===== src/sv/stup_pkg.sv =====
`timescale 1ns / 1ps
// ----------------------------------------------------------------------------
// stup_pkg: shared types and constants of the string to unsigned parser
// Word and index widths, parser phase codes, character and base codes, the
// parser state and result records and the digit and blank decode functions.
// ----------------------------------------------------------------------------
package stup_pkg;

  localparam int WORD_BITS  = 32;
  localparam int INDEX_BITS = 16;
  localparam int BASE_BITS  = 6;
  localparam int CHAR_BITS  = 8;
  localparam int DATA_BITS  = 32;
  localparam int ADDR_BITS  = 3;

  // parser phases
  localparam logic [2:0] PH_IDLE   = 3'd0;
  localparam logic [2:0] PH_LEAD   = 3'd1;
  localparam logic [2:0] PH_SIGNED = 3'd2;
  localparam logic [2:0] PH_ZERO   = 3'd3;
  localparam logic [2:0] PH_DIGITS = 3'd4;
  localparam logic [2:0] PH_DONE   = 3'd5;

  // register index of the base register
  localparam logic REG_RADIX = 1'b0;

  // character codes
  localparam logic [CHAR_BITS-1:0] CH_SPACE = 8'h20;
  localparam logic [CHAR_BITS-1:0] CH_TAB   = 8'h09;
  localparam logic [CHAR_BITS-1:0] CH_CR    = 8'h0D;
  localparam logic [CHAR_BITS-1:0] CH_PLUS  = 8'h2B;
  localparam logic [CHAR_BITS-1:0] CH_MINUS = 8'h2D;
  localparam logic [CHAR_BITS-1:0] CH_0     = 8'h30;
  localparam logic [CHAR_BITS-1:0] CH_9     = 8'h39;
  localparam logic [CHAR_BITS-1:0] CH_UC_A  = 8'h41;
  localparam logic [CHAR_BITS-1:0] CH_UC_Z  = 8'h5A;
  localparam logic [CHAR_BITS-1:0] CH_LC_A  = 8'h61;
  localparam logic [CHAR_BITS-1:0] CH_LC_Z  = 8'h7A;
  localparam logic [CHAR_BITS-1:0] CH_UC_X  = 8'h58;
  localparam logic [CHAR_BITS-1:0] CH_LC_X  = 8'h78;

  // letter offsets: 'A' - 10 and 'a' - 10
  localparam logic [CHAR_BITS-1:0] UC_OFFSET = CH_UC_A - 8'd10;
  localparam logic [CHAR_BITS-1:0] LC_OFFSET = CH_LC_A - 8'd10;

  // fixed bases picked from the prefix
  localparam logic [BASE_BITS-1:0] BASE_AUTO = 6'd0;
  localparam logic [BASE_BITS-1:0] BASE_OCT  = 6'd8;
  localparam logic [BASE_BITS-1:0] BASE_DEC  = 6'd10;
  localparam logic [BASE_BITS-1:0] BASE_HEX  = 6'd16;

  // not a digit: at least as large as any base the register can hold
  localparam logic [BASE_BITS-1:0] DIGIT_NONE = {BASE_BITS{1'b1}};

  typedef struct packed {
    logic [2:0]            phase;
    logic [WORD_BITS-1:0]  acc;
    logic                  neg;
    logic                  saw;
    logic                  ovf;
    logic [BASE_BITS-1:0]  base;
    logic [INDEX_BITS-1:0] pos;
  } stup_state_t;

  typedef struct packed {
    logic                  emit;
    logic [WORD_BITS-1:0]  value;
    logic [INDEX_BITS-1:0] end_index;
    logic                  any_digits;
    logic                  overflow;
  } stup_result_t;

  // value of a digit or letter, DIGIT_NONE for anything else
  function automatic logic [BASE_BITS-1:0] digit_of(input logic [CHAR_BITS-1:0] c);
    logic [CHAR_BITS-1:0] v;
    if (c >= CH_0 && c <= CH_9) begin
      v = c - CH_0;
    end else if (c >= CH_LC_A && c <= CH_LC_Z) begin
      v = c - LC_OFFSET;
    end else if (c >= CH_UC_A && c <= CH_UC_Z) begin
      v = c - UC_OFFSET;
    end else begin
      v = {{(CHAR_BITS-BASE_BITS){1'b0}}, DIGIT_NONE};
    end
    return v[BASE_BITS-1:0];
  endfunction

  // tab, line feed, vertical tab, form feed, carriage return or space
  function automatic logic is_space(input logic [CHAR_BITS-1:0] c);
    return (c == CH_SPACE) || (c >= CH_TAB && c <= CH_CR);
  endfunction

endpackage


===== src/sv/stup_step.sv =====
`timescale 1ns / 1ps
// ----------------------------------------------------------------------------
// stup_step: one character step of the parser
// Works out the next parser state and the result, if this character ends
// the number. One 32 by 6 multiply-add with its overflow check.
// ----------------------------------------------------------------------------
module stup_step
  import stup_pkg::*;
(
  input  stup_state_t          cur,
  input  logic [CHAR_BITS-1:0] ch,
  input  logic                 first,
  input  logic [BASE_BITS-1:0] radix,
  output stup_state_t          nxt,
  output stup_result_t         res
);

  localparam int PROD_BITS = WORD_BITS + BASE_BITS + 1;

  stup_state_t           s;
  logic                  go;
  logic                  do_feed;
  logic                  start;
  logic [BASE_BITS-1:0]  d;
  logic [PROD_BITS-1:0]  prod;

  always_comb begin
    s       = cur;
    go      = 1'b0;
    do_feed = 1'b0;
    start   = 1'b0;
    prod    = '0;
    res     = '0;
    d       = digit_of(ch);

    // restart on the first flag, otherwise run only inside a string
    if (first) begin
      s.phase = PH_LEAD;
      s.acc   = '0;
      s.neg   = 1'b0;
      s.saw   = 1'b0;
      s.ovf   = 1'b0;
      s.base  = radix;
      s.pos   = '0;
      go      = 1'b1;
    end else begin
      go = (cur.phase != PH_IDLE) && (cur.phase != PH_DONE);
    end

    // prefix handling
    if (go) begin
      case (s.phase)
        PH_LEAD: begin
          if (is_space(ch)) begin
            s.phase = PH_LEAD;
          end else if (ch == CH_MINUS) begin
            s.neg   = 1'b1;
            s.phase = PH_SIGNED;
          end else if (ch == CH_PLUS) begin
            s.phase = PH_SIGNED;
          end else begin
            start = 1'b1;
          end
        end
        PH_SIGNED: begin
          start = 1'b1;
        end
        PH_ZERO: begin
          s.phase = PH_DIGITS;
          if (ch == CH_LC_X || ch == CH_UC_X) begin
            s.base = BASE_HEX;
          end else begin
            // the held leading zero counts as a digit
            if (s.base == BASE_AUTO) s.base = BASE_OCT;
            s.saw   = 1'b1;
            do_feed = 1'b1;
          end
        end
        PH_DIGITS: begin
          do_feed = 1'b1;
        end
        default: begin
          s.phase = cur.phase;
        end
      endcase
    end

    // first character of the number proper
    if (start) begin
      if ((s.base == BASE_AUTO || s.base == BASE_HEX) && ch == CH_0) begin
        s.phase = PH_ZERO;
      end else begin
        if (s.base == BASE_AUTO) s.base = BASE_DEC;
        s.phase = PH_DIGITS;
        do_feed = 1'b1;
      end
    end

    // accumulate a digit or close the number
    if (do_feed) begin
      if (d >= s.base) begin
        res.emit       = 1'b1;
        res.any_digits = s.saw;
        res.overflow   = s.ovf;
        res.end_index  = s.saw ? s.pos : '0;
        if (s.ovf) begin
          res.value = {WORD_BITS{1'b1}};
        end else if (s.neg) begin
          res.value = '0 - s.acc;
        end else begin
          res.value = s.acc;
        end
        s.phase = PH_DONE;
      end else begin
        prod = ({{(BASE_BITS+1){1'b0}}, s.acc} * {{(WORD_BITS+1){1'b0}}, s.base})
             + {{(WORD_BITS+1){1'b0}}, d};
        if (s.ovf || (|prod[PROD_BITS-1:WORD_BITS])) begin
          s.ovf = 1'b1;
        end else begin
          s.acc = prod[WORD_BITS-1:0];
        end
        s.saw = 1'b1;
      end
    end

    // advance the position, holding at its maximum
    if (go && !res.emit && (s.pos != {INDEX_BITS{1'b1}})) begin
      s.pos = s.pos + 1'b1;
    end

    nxt = s;
  end

endmodule


===== src/sv/string_to_unsigned_parser.sv =====
`timescale 1ns / 1ps
// ----------------------------------------------------------------------------
// string_to_unsigned_parser: streaming strtoul-style integer parser
//
//   channel  direction  handshake          beat contents
//   in_      input      in_valid/in_stall  ch, first
//   out_     output     out_valid/out_stall value, end_index, any_digits,
//                                          overflow
//   cfg      APB        psel/penable       radix register at address 0
//
// One character per cycle, sustained while no result is held under out_stall;
// a character passes an input register and the step logic (one 32 by 6
// multiply-add) into the parser state and, if it ends a number, the result register.
// Reset is synchronous on rst_n and clears the parser state, the radix and both valid flags.
// While a result waits under out_stall a full input register holds and in_stall
// rises; an empty input register is refilled in the same cycle.
// ----------------------------------------------------------------------------
module string_to_unsigned_parser
  import stup_pkg::*;
(
  input  logic                  clk,
  input  logic                  rst_n,

  input  logic                  in_valid,
  output logic                  in_stall,
  input  logic [CHAR_BITS-1:0]  in_ch,
  input  logic                  in_first,

  output logic                  out_valid,
  input  logic                  out_stall,
  output logic [WORD_BITS-1:0]  out_value,
  output logic [INDEX_BITS-1:0] out_end_index,
  output logic                  out_any_digits,
  output logic                  out_overflow,

  input  logic                  psel,
  input  logic                  penable,
  input  logic                  pwrite,
  input  logic [ADDR_BITS-1:0]  paddr,
  input  logic [DATA_BITS-1:0]  pwdata,
  output logic [DATA_BITS-1:0]  prdata,
  output logic                  pready
);

  logic [BASE_BITS-1:0] radix_r;
  logic                 in_valid_r;
  logic [CHAR_BITS-1:0] ch_r;
  logic                 first_r;
  stup_state_t          state_r;
  stup_state_t          state_nxt;
  stup_result_t         res;
  logic                 out_valid_r;
  logic [WORD_BITS-1:0] value_r;
  logic [INDEX_BITS-1:0] end_index_r;
  logic                 any_digits_r;
  logic                 overflow_r;
  logic                 fire;
  logic                 in_take;
  logic                 out_take;

  // register port
  assign pready = 1'b1;
  assign prdata = (paddr[ADDR_BITS-1] == REG_RADIX) ?
                  {{(DATA_BITS-BASE_BITS){1'b0}}, radix_r} : '0;

  always_ff @(posedge clk) begin
    if (!rst_n) begin
      radix_r <= '0;
    end else if (psel && penable && pwrite && (paddr[ADDR_BITS-1] == REG_RADIX)) begin
      radix_r <= pwdata[BASE_BITS-1:0];
    end
  end

  // handshakes: step the held beat unless a result is stuck at the output
  assign out_take = out_valid_r && !out_stall;
  assign fire     = in_valid_r && (!out_valid_r || !out_stall);
  assign in_stall = in_valid_r && !fire;
  assign in_take  = in_valid && !in_stall;

  // input register
  always_ff @(posedge clk) begin
    if (!rst_n) begin
      in_valid_r <= 1'b0;
    end else if (in_take) begin
      in_valid_r <= 1'b1;
    end else if (fire) begin
      in_valid_r <= 1'b0;
    end
  end

  always_ff @(posedge clk) begin
    if (in_take) begin
      ch_r    <= in_ch;
      first_r <= in_first;
    end
  end

  stup_step u_step (
    .cur   (state_r),
    .ch    (ch_r),
    .first (first_r),
    .radix (radix_r),
    .nxt   (state_nxt),
    .res   (res)
  );

  // parser state
  always_ff @(posedge clk) begin
    if (!rst_n) begin
      state_r <= '{phase: PH_IDLE, acc: '0, neg: 1'b0, saw: 1'b0, ovf: 1'b0,
                   base: '0, pos: '0};
    end else if (fire) begin
      state_r <= state_nxt;
    end
  end

  // result register
  always_ff @(posedge clk) begin
    if (!rst_n) begin
      out_valid_r <= 1'b0;
    end else if (fire && res.emit) begin
      out_valid_r <= 1'b1;
    end else if (out_take) begin
      out_valid_r <= 1'b0;
    end
  end

  always_ff @(posedge clk) begin
    if (fire && res.emit) begin
      value_r      <= res.value;
      end_index_r  <= res.end_index;
      any_digits_r <= res.any_digits;
      overflow_r   <= res.overflow;
    end
  end

  assign out_valid      = out_valid_r;
  assign out_value      = value_r;
  assign out_end_index  = end_index_r;
  assign out_any_digits = any_digits_r;
  assign out_overflow   = overflow_r;

endmodule


===== config.mk =====
export PLATFORM = sky130hd
export DESIGN_NAME = string_to_unsigned_parser
export DESIGN_NICKNAME = d
export VERILOG_FILES = /design/src/sv/stup_pkg.sv /design/src/sv/stup_step.sv /design/src/sv/string_to_unsigned_parser.sv
export SDC_FILE = /design/constraint.sdc
export NUM_CORES = 1
export LEC_CHECK = 0
export ABC_AREA = 1
export BUFFER_PORTS_ARGS = -buffer_cell sky130_fd_sc_hd__buf_2
export CAP_MARGIN = 10
export CORE_UTILIZATION = 25
export CTS_BUF_LIST = sky130_fd_sc_hd__clkbuf_8
export DETAILED_ROUTE_END_ITERATION = 10
export GPL_ROUTABILITY_DRIVEN = 0
export SLEW_MARGIN = 5
export SYNTH_ARGS = -nofsm -noshare
export SYNTH_HDL_FRONTEND = slang
export SYNTH_SLANG_ARGS = --single-unit

===== constraint.sdc =====
create_clock -name clk -period 7.98 [get_ports clk]
set_input_delay 1.596 -clock clk [delete_from_list [all_inputs] [get_ports clk]]
set_output_delay 1.596 -clock clk [all_outputs]
set_load 0.03 [all_outputs]

# ---- Word-level counts from Yosys, hierarchy flattened
# Cells that the tools add are included.
dict set report word_totals {
  reg_bits 127
  latch_bits 0
  mem_bits_rw 0
  romBits 0
  mem_count 0
}
dict set report op_classes {
  add_sub_neg 6
  multipliers 1
  n_div 0
  magnitude_cmp 9
  eq_ne 13
  shift 0
  muxes 53
  bitwise_logic 1
  reduce_logical 35
}
# op n
set op_table {}
lappend op_table {{$mux W32} 4}
lappend op_table {{$mux W51} 2}
lappend op_table {{$mux W6} 11}
lappend op_table {{$mux W60} 1}
lappend op_table {{$add A38 B6 Y39} 1}
lappend op_table {{$mul A32 B6 Y38} 1}
lappend op_table {{$mux W35} 1}
lappend op_table {{$eq A8 B6 Y1 const B} 4}
lappend op_table {{$mux W16} 2}
lappend op_table {{$sub A1 B32 Y32 const A} 1}
lappend op_table {{$mux W3} 7}
lappend op_table {{$mux W1} 19}
lappend op_table {{$add A16 B1 Y16 const B} 1}
lappend op_table {{$eq A8 B7 Y1 const B} 2}
lappend op_table {{$ge A8 B7 Y1 const B} 2}
lappend op_table {{$le A8 B7 Y1 const B} 2}
lappend op_table {{$logic_and A1 B1 Y1} 16}
lappend op_table {{$ne A16 B16 Y1 const B} 1}
lappend op_table {{$logic_not A6 Y1} 2}
lappend op_table {{$sub A6 B6 Y6 const B} 2}
lappend op_table {{$pmux W3 S3} 1}
lappend op_table {{$ge A8 B4 Y1 const B} 1}
lappend op_table {{$ge A8 B6 Y1 const B} 1}
lappend op_table {{$le A8 B4 Y1 const B} 1}
lappend op_table {{19 further kinds} 32}

# ---- Depth between registers and ports, before layout
# Gate-level depths: netlist of the first run.
dict set report depth {
  word_depth 18
  ltp_mapped 44
}

# ---- Hierarchy
# Synthesis of the first run repeated with hierarchy kept, for this count alone.
dict set report hier_totals {
  cells_unflattened 2071
  hier_area_um2 14874.3
}
# module instances cells_per_inst area_each_um2 seq_area_each_um2
set modules_own_cells {}
lappend modules_own_cells {stup_step 1 1650 10361.2 0.0}
lappend modules_own_cells {string_to_unsigned_parser 1 421 4513.1 3133.0}

# ---- Worst setup path before layout of the first run
# Ideal clock, no wire load.
dict set report synth_path {
  kind {reg-to-reg}
  startpoint {register ch_r[0]}
  endpoint {register state_r[26] (netlist bit)}
  t_arrival_ns 5.980
  required_ns 7.848
  path_slack_ns 1.867
  path_stages_with_launch 41
  n_path_buf 2
  period_less_slack_ns 6.113
  cell_sequence {edfxtp_1 inv_1 ha_1 nand2_2 nor2_4 nand2_2 nand2_1 nand3_1 nand2_2 inv_1 nand4_1 nand2_1 inv_1 clkbuf_1 nor2_1 fa_1 inv_1 fa_1 [... 5 more ...] ha_1 nand2_1 inv_1 a21oi_1 inv_1 nand2_1 nand3_2 nand2_1 nand2_1 nand2_1 nand3_1 nor2_4 buf_4 nand2_1 nand2_1 nand2_1 nand2_1 a21oi_1}
}
dict set report synth_between {
  elab_chain_cells 17
  elab_cells_between_ends 54
  classes_between {4 x add/sub; 1 x mul; 9 x order compare; 7 x eq/ne; 22 x mux; 11 x reduce/logical}
}
# item line_no
set synth_rtl {}
lappend synth_rtl {{start: declaration} string_to_unsigned_parser.sv:47} ;# logic [CHAR_BITS-1:0] ch_r;
lappend synth_rtl {{start signal: assignment} string_to_unsigned_parser.sv:93} ;# ch_r <= in_ch;
lappend synth_rtl {{$eq A8 B7 Y1} stup_step.sv:70} ;# if (ch == CH_LC_X || ch == CH_UC_X) begin
lappend synth_rtl {{$logic_or A1 B1 Y1} stup_step.sv:70}
lappend synth_rtl {{$mux W6} stup_step.sv:70}
lappend synth_rtl {{$mux W6} stup_step.sv:52} ;# case (s.phase)
lappend synth_rtl {{$mux W6} stup_step.sv:51} ;# if (go) begin
lappend synth_rtl {{$eq A6 B5 Y1 or $logic_not A6 Y1 (tied branches)} {stup_step.sv:90, stup_step.sv:93}}
lappend synth_rtl {{$logic_or A1 B1 Y1} stup_step.sv:90} ;# if ((s.base == BASE_AUTO || s.base == BASE_HEX) && ch == CH_0) begin
lappend synth_rtl {{$logic_and A1 B1 Y1} stup_step.sv:90}
lappend synth_rtl {{$mux W6} stup_step.sv:90}
lappend synth_rtl {{$mux W6} stup_step.sv:89} ;# if (start) begin
lappend synth_rtl {{$mul A32 B6 Y38} stup_step.sv:115} ;# prod = ({{(BASE_BITS+1){1'b0}}, s.acc} * {{(WORD_BITS+1){1'b0}}, s.base})
lappend synth_rtl {{$add A38 B6 Y39} stup_step.sv:116} ;# + {{(WORD_BITS+1){1'b0}}, d};
lappend synth_rtl {{$reduce_or A7 Y1} stup_step.sv:117} ;# if (s.ovf || (|prod[PROD_BITS-1:WORD_BITS])) begin
lappend synth_rtl {{$logic_or A1 B1 Y1} stup_step.sv:117}
lappend synth_rtl {{$mux W32} stup_step.sv:117}
lappend synth_rtl {{$mux W32} stup_step.sv:101} ;# if (d >= s.base) begin
lappend synth_rtl {{$mux W35 (*)} stup_step.sv:100} ;# if (do_feed) begin
lappend synth_rtl {{end signal: assignment} string_to_unsigned_parser.sv:110} ;# state_r <= '{phase: PH_IDLE, acc: '0, neg: 1'b0, saw: 1'b0, ovf: 1'b0,
lappend synth_rtl {{end signal: assignment} string_to_unsigned_parser.sv:113} ;# state_r <= state_nxt;
lappend synth_rtl {{end: declaration} string_to_unsigned_parser.sv:49} ;# stup_state_t state_r;
# Every way passes the cells marked *; elsewhere a longest branch is shown, timed or not.
# A chain may end at the register's enable or synchronous reset.

# ---- Final worst setup path of the first run
dict set report layout_path {
  startpoint {register first_r}
  endpoint {register state_r[28] (netlist bit)}
}
dict set report layout_between {
  elab_chain_cells 18
  elab_cells_between_ends 32
  classes_between {1 x add/sub; 1 x mul; 1 x order compare; 5 x eq/ne; 18 x mux; 6 x reduce/logical}
}
# item line_no
set layout_rtl {}
lappend layout_rtl {{start: declaration} string_to_unsigned_parser.sv:48} ;# logic first_r;
lappend layout_rtl {{start signal: assignment} string_to_unsigned_parser.sv:94} ;# first_r <= in_first;
lappend layout_rtl {{$mux W60} stup_step.sv:37} ;# if (first) begin
lappend layout_rtl {{$logic_not A6 Y1} stup_step.sv:74} ;# if (s.base == BASE_AUTO) s.base = BASE_OCT;
lappend layout_rtl {{$mux W6} stup_step.sv:74}
lappend layout_rtl {{$mux W6} stup_step.sv:70}
lappend layout_rtl {{$mux W6} stup_step.sv:52}
lappend layout_rtl {{$mux W6} stup_step.sv:51}
lappend layout_rtl {{$eq A6 B5 Y1 or $logic_not A6 Y1 (tied branches)} {stup_step.sv:90, stup_step.sv:93}}
lappend layout_rtl {{$logic_or A1 B1 Y1} stup_step.sv:90}
lappend layout_rtl {{[... 2 more ...]} --}
lappend layout_rtl {{$mux W6} stup_step.sv:89}
lappend layout_rtl {{$mul A32 B6 Y38} stup_step.sv:115}
lappend layout_rtl {{$add A38 B6 Y39} stup_step.sv:116}
lappend layout_rtl {{$reduce_or A7 Y1} stup_step.sv:117}
lappend layout_rtl {{$logic_or A1 B1 Y1} stup_step.sv:117}
lappend layout_rtl {{$mux W32} stup_step.sv:117}
lappend layout_rtl {{$mux W32} stup_step.sv:101}
lappend layout_rtl {{$mux W35 (*)} stup_step.sv:100}
# Marked as above.

==> key figures, run 1 <==
Outcome
  • Status: finished clean

Drt
  • Via count: 12,683
  • Per-cell routed wire length: around 14 um
  • Detailed Route Iter0 Violations: 701
  • Pre-Repair DR Iteration Count: 7
  • Drt drc: 0
  • Final ANT Viol Nets: 0
  • Post-Route WL: 38,400 um
  • Vias/cell: 4.56

Global routing
  • Initial antenna violation count: 0
  • First-pass GRT wire length: 64,100 um
  • Largest net degree at the start of global routing: between 60 and 70
  • Total track usage: a little over an eighth
  • Vias in the first global route: about 13,000
  • Gr ovfl total: 0

Synth
  • Yosys cell types: 57
  • Top-count cell post-synth: nand2_1
  • Synth Area in Compound Gates: ~9%
  • Yosys top cell area share: ~17%
  • Sequential share of the synthesized area: 21.6%
  • #FFs+latches synth: 127
  • Post-synth ARST share: 0%
  • Post-Synth XOR/XNOR Area: 2.66%
  • Largest family of logic cells by synthesized area: simple AND/OR/NAND/NOR gates
  • Synth area leaders: fa_1 17%, edfxtp_1 12%, nand2_1 11%
  • Synth Warn #: 0
  • Synth Area in Simple Gates: 30.2%
  • Post-synth top cells: 409 x nand2_1, 330 x nor2_1, 233 x inv_1
  • Synth Area in Adders: 25.9%
  • Synth area leader: fa_1
  • Mean Syn Cell Area: 7.40 um2
  • Top FF cell, synth: dfxtp_1
  • Post-synth EDFFs: 59
  • Mapped cell area: 14,500 um2
  • Post-synthesis cell count: a little under 2,000
  • Post-synthesis mux area share: 0%

Clock network
  • Clk buf depth: 2
  • Root buffer cell: clkbuf_8
  • CTS H-tree lvls: 4
  • CTS tree: built
  • Clk slew on worst S/H paths: 90 ps
  • TritonCTS Buffers: 17
  • Clock sinks: 127
  • Clk Latency, worst-skew pair: 480 ps

Floorplan
  • Die Area: 59,000 um2
  • IO Pins: 136
  • Die Ht: 243 um
  • Die outline width: 243 um
  • Starting density of the core: between 20% and 30%
  • Row count: 87
  • Core area: 56,800 um2

Timing
  • PnR worst setup slack: around 750 ps
  • Max Clock Skew: 19.6 ps
  • Worst-margin pin slew: a little under 900 ps
  • Final worst-path cycle share: 90.6%
  • Max-slew headroom: 41.0%
  • Min Tclk post-route: 7230 ps
  • Final Hold Fails: 0
  • Final setup fails: 0
  • RSZ-0062 raised after global routing: false
  • Fin. max-slew vios: 0
  • F_max: around 140 MHz
  • Setup TNS: 0 ps

Critical path
  • Crit-path most repeated cell: nand2_1
  • Worst Setup Path Type: reg -> reg
  • Crit path largest cell delay: a little over 800 ps
  • Cell family with most CP delay: simple AND/OR/NAND/NOR gates
  • CP Capture Type: register
  • Slowest cell on crit path: edfxtp_1
  • Reg2Reg Launch Point: first_r
  • Buffers & Inverters on Critical Path: 9
  • CP Data Required Time: 8320 ps
  • Worst Path Max Fanout: 18
  • CP arrival: 7570 ps
  • Critical Path Source: first_r
  • Crit start category: register

Cells and area
  • Area delta synth->final: 10.1%
  • N_diodes: 0
  • NumNets Final: 2,290
  • Ratio of cells with drive above 1 in the final layout: a little under an eighth

Placement
  • Pre-CTS setup slack: 633 ps
  • Count of input and output buffers: 80
  • Dpl hpwl: 29,800 um

Pwr
  • Worst VDD drop: ~0.093 mV
  • Static Leak: around 0.0078 uW
  • Cell Pwr Density: 121 nW/um2

Hold path
  • Worst hold path type: reg -> reg
  • Hold Path Origin: state_r[56]

Flow run
  • Max Cap Viol: 0
## per-stage QoR
step                      util, %  std cells  cell area, um2  hold WS [ps]  total power (uW)
after detailed placement     27.3       2743           15500           457              1370
after global routing         28.1       2782           16000           496              2050
after CTS                    28.0       2775           15900           469              1930
final                        28.1       2782           16000           469              1930
after floorplan                 -       1985           14600           443              1240
after global placement       27.3       2743           15500           453              1370
## state kept, by name, summed over array words and instances (netlist names)
name            count
ch_r                8
first_r             1
in_valid_r          1
out_any_digits      1
out_end_index      16
out_overflow        1
out_valid           1
out_value          32
radix_r             6
state_r            60
## path summary, 6_finish.rpt
path                  to  slack [ps]  depth (start not counted)
max          state_r[28]         750                         41
min          state_r[56]         470                          2
max reg2reg  state_r[28]         750                         41
min reg2reg  state_r[56]         470                          2
## worst reg2reg max path: cells and delay by family, from the launching register on
kind | cells | cell delay [ps]
fa+ha+maj | 5 | 2400
simple gates | 24 | 2450
flops | 1 | 830
compound gates | 3 | 400
buf+inv | 9 | 1010
## where the power goes
| group | total (uW) | switching, uW | internal, uW |
|---|---|---|---|
| Clock | 564 | 288 | 275 |
| Combinational | 635 | 447 | 189 |
| Sequential | 736 | 19.7 | 716 |
## what timing repair did
action,4_1_cts,5_1_grt
hold buffers,0,0
buffers inserted,0,6
gates resized for setup,0,2
endpoints found under the hold margin,0,0
endpoints found under the setup margin,0,32
## cells in the final DEF, fill, tap and decap left out, types with 53 or more instances in the layout
cell,netlist,routed
dfxtp_1,68,68
o21ai_0,53,53
ha_1,102,102
edfxtp_1,59,59
fa_1,124,124
inv_1,233,235
nor2_1,330,328
a21oi_1,113,113
nand3_1,100,100
buf_2,12,80
nand2_1,409,408
## layout make-up
class                           instances  area [um2]
Inverter                              250         943
Multi-Input combinational cell       1512        9940
Clock inverter                         15         145
Tap cell                              756         946
Clock buffer                           17         234
Sequential cell                       127        3130
Fill cell                            6216       40800
Timing Repair Buffer                  105         638
## cells by family after synthesis
logic type / Yosys count
compound gates: 229
xor+xnor: 44
fa+ha+maj: 226
buf+inv: 347
flops: 127
other cells: 2
simple gates: 985
## routing by layer
metal  track usage (%)  share of wire, %  vias up
li1                  -                 -     6323
met1              17.7                47     5992
met2              22.0                46      318
met3              1.76               4.3       50
met4              4.64               2.4        0
met5                 0                 0        -
Power figures use the tool's default switching activity.
==> inputs of run 2 (changes only) <==
- clock period: 7.98 -> 9.1 ns (I/O delays scaled with it)
==> run 2 against run 1 <==
Global-route usage grew 0.22 points; clock-buffer cell count grew 1; sequential share of layout area grew 0.14 points; clock skew is essentially flat; non-clock buffer count shrank 12; setup slack gained 690 ps; flip-flop and latch count is the same; total power shrank 10%; critical path type unchanged; cell count shrank 0.43%; die area is the same; first-iteration DRC count grew 6.6%; utilization shrank 0.20 points.
==> key figures, run 2 (synthesis results as in run 1) <==
Pwr
  • Worst VDD drop: 0.0862 mV (was 0.0928 mV)
  • Sequential power share: 37.1% (was 38.0%)
  • Power share of the clock group: 31.8% (was 29.1%)
  • Static Leak: 0.00775 uW (was 0.00781 uW)
  • P_sw: 670 uW (was 755 uW)
  • Cell Pwr Density: 109 nW/um2 (was 121 nW/um2)
  • Internal power: 1070 uW (was 1180 uW)
  • Switching portion of total power: 38.6% (was 39.0%)
  • Combinational power share: 31.1% (was 32.8%)

Drt
  • Final ANT Viol Nets: 0 (unchanged)
  • Via count: 12,607 (was 12,683)
  • Pre-Repair DR Iteration Count: 5 (was 7)
  • Vias/cell: 4.55 (was 4.56)
  • Per-cell routed wire length: 13.8 um (about the same)
  • Drt drc: 0 (unchanged)
  • Detailed Route Iter0 Violations: 747 (was 701)
  • Post-Route WL: 38,300 um (was 38,400 um)

Placement
  • Placed instance count: 2,737 (was 2,743)
  • Count of input and output buffers: 80 (unchanged)
  • Dpl hpwl: 29,900 um (was 29,800 um)

Clock network
  • Setup Buffers After CTS: 0 (unchanged)
  • CTS Hold Bufs: 0 (unchanged)
  • Root buffer cell: clkbuf_8 (unchanged)
  • Clk slew on worst S/H paths: 90 ps (about the same)
  • CTS H-tree lvls: 4 (unchanged)
  • Clock sinks: 127 (unchanged)
  • Resized Gates After CTS: 0 (unchanged)
  • TritonCTS Buffers: 17 (unchanged)
  • Clk buf depth: 2 (unchanged)
  • CTS tree: built (unchanged)
  • Clk Latency, worst-skew pair: 480 ps (about the same)

Cells and area
  • Utilization after layout: 27.9% (was 28.1%)
  • Non-Filler Instances: 2,770 (was 2,782)
  • Area delta synth->final: 9.37% (was 10.1%)
  • NumNets Final: 2,277 (was 2,290)
  • Ratio of cells with drive above 1 in the final layout: 10.8% (was 11.3%)
  • Largest register FFs: 60 (unchanged)
  • Commonest non-fill, non-tap cell in the layout: nand2_1 (unchanged)
  • Most frequent cells in the layout: 409 x nand2_1, 328 x nor2_1, 234 x inv_1, 124 x fa_1, 113 x a21oi_1 (was 408 x nand2_1, 328 x nor2_1, 235 x inv_1, 124 x fa_1, 113 x a21oi_1)
  • Reg with most FFs: state_r (unchanged)

Global routing
  • Initial antenna violation count: 1 (was 0)
  • Vias in the first global route: 12,621 (was 12,574)
  • Gr ovfl total: 0 (unchanged)
  • Largest net degree at the start of global routing: 63 (unchanged)
  • Total track usage: 13.5% (was 13.3%)
  • First-pass GRT wire length: 65,200 um (was 64,100 um)

Critical path
  • Worst R2R Path Depth: 32 (was 41)
  • R2R Setup Slk: 1440 ps (was 750 ps)
  • CP Capture Type: register (unchanged)
  • R2r endpoint: state_r[29] (was state_r[28])
  • Crit start category: register (unchanged)
  • Crit-path most repeated cell: nand2_1 (unchanged)
  • Crit path largest cell delay: 630 ps (was 830 ps)
  • Slowest cell on crit path: inv_1 (was edfxtp_1)
  • CP Data Required Time: 9490 ps (was 8320 ps)
  • Reg2Reg Launch Point: first_r (unchanged)
  • Worst Path Max Fanout: 49 (was 18)
  • CP arrival: 8050 ps (was 7570 ps)
  • Worst Setup Path Type: reg -> reg (unchanged)

Hold path
  • Hold depth: 2 (unchanged)
  • Worst hold path type: reg -> reg (unchanged)
  • Hold Path Origin: state_r[56] (unchanged)
  • Worst Hold Path EP: state_r[56] (unchanged)

Timing
  • Final setup fails: 0 (unchanged)
  • Max Clock Skew: 19.8 ps (was 19.6 ps)
  • Final worst-path cycle share: 84.2% (was 90.6%)
  • Min Tclk post-route: 7660 ps (was 7230 ps)
  • F_max: 131 MHz (was 138 MHz)
  • RSZ-0062 raised after global routing: false (unchanged)
  • Max-slew headroom: 43.3% (was 41.0%)
  • Setup TNS: 0 ps (unchanged)
  • Final Hold Fails: 0 (unchanged)
  • Fin. max-slew vios: 0 (unchanged)
  • Hold slack: 466 ps (was 469 ps)
  • Worst-margin pin slew: 848 ps (was 882 ps)

Floorplan
  • IO Pins: 136 (unchanged)
  • Row count: 87 (unchanged)
  • Die Ht: 243 um (unchanged)
  • Die Area: 59,000 um2 (unchanged)
  • Starting density of the core: 25.5% (unchanged)
  • Core area: 56,800 um2 (unchanged)
  • Die outline width: 243 um (unchanged)

Flow run
  • Max Cap Viol: 0 (unchanged)

Outcome
  • Status: finished clean (unchanged)
==> run 2: cell type report <==
class	count	area [um2]
diodes	1	2.50
flip-flops and latches	127	3130
multi-input cells	1511	9920
clock inverters	14	178
well taps	756	946
repair buffers	93	498
fillers	6328	41000
inverters	250	943
clock buffers	18	248
==> run 2: stage by stage <==
step / power, uW / area [um2] / setup slack (ps)
after CTS: 1750 / 15900 / 1390
final: 1740 / 15900 / 1440
after floorplan: 1090 / 14600 / 2990
after global placement: 1190 / 15400 / 1500
after global routing: 1840 / 15900 / 814
after detailed placement: 1190 / 15400 / 1460
==> run 2: layer usage <==
metal	track usage (%)	share of wire (%)	wire, um	up-vias
met5	0	0	0	-
met4	4.46	2.1	797	0
met3	1.77	4.2	1610	51
met2	22.0	46	17600	301
met1	18.4	48	18300	5954
li1	-	-	-	6301
==> run 2: critical path, delay by kind of cell, from the launching register on <==
family	cells	cell delay (ps)
adder cells (fa/ha/maj)	5	2210
flip-flops	1	460
AND/OR/NAND/NOR	22	3190
buffers and inverters	4	1490
AO/OA/AOI/OAI	1	150
==> run 2: how the worst max path moves through the flow <==
stage	slack, ps	start	cells after the start	end
finish	1440	first_r	32	state_r[29]
global route	810	first_r	34	state_r[25]
CTS	1390	first_r	32	state_r[29]
detailed placement	1460	first_r	32	state_r[29]
global placement	1500	first_r	32	state_r[29]
floorplan	2990	ch_r[0]	40	state_r[26]
==> run 2: power by group through the flow <==
stage	Clock (uW)	Sequential, uW	Combinational, uW
2_1_floorplan	0	677	408
3_3_place_gp	0	658	534
3_5_place_dp	0	658	537
4_1_cts	561	645	540
5_1_grt	584	648	604
6_report	552	644	539
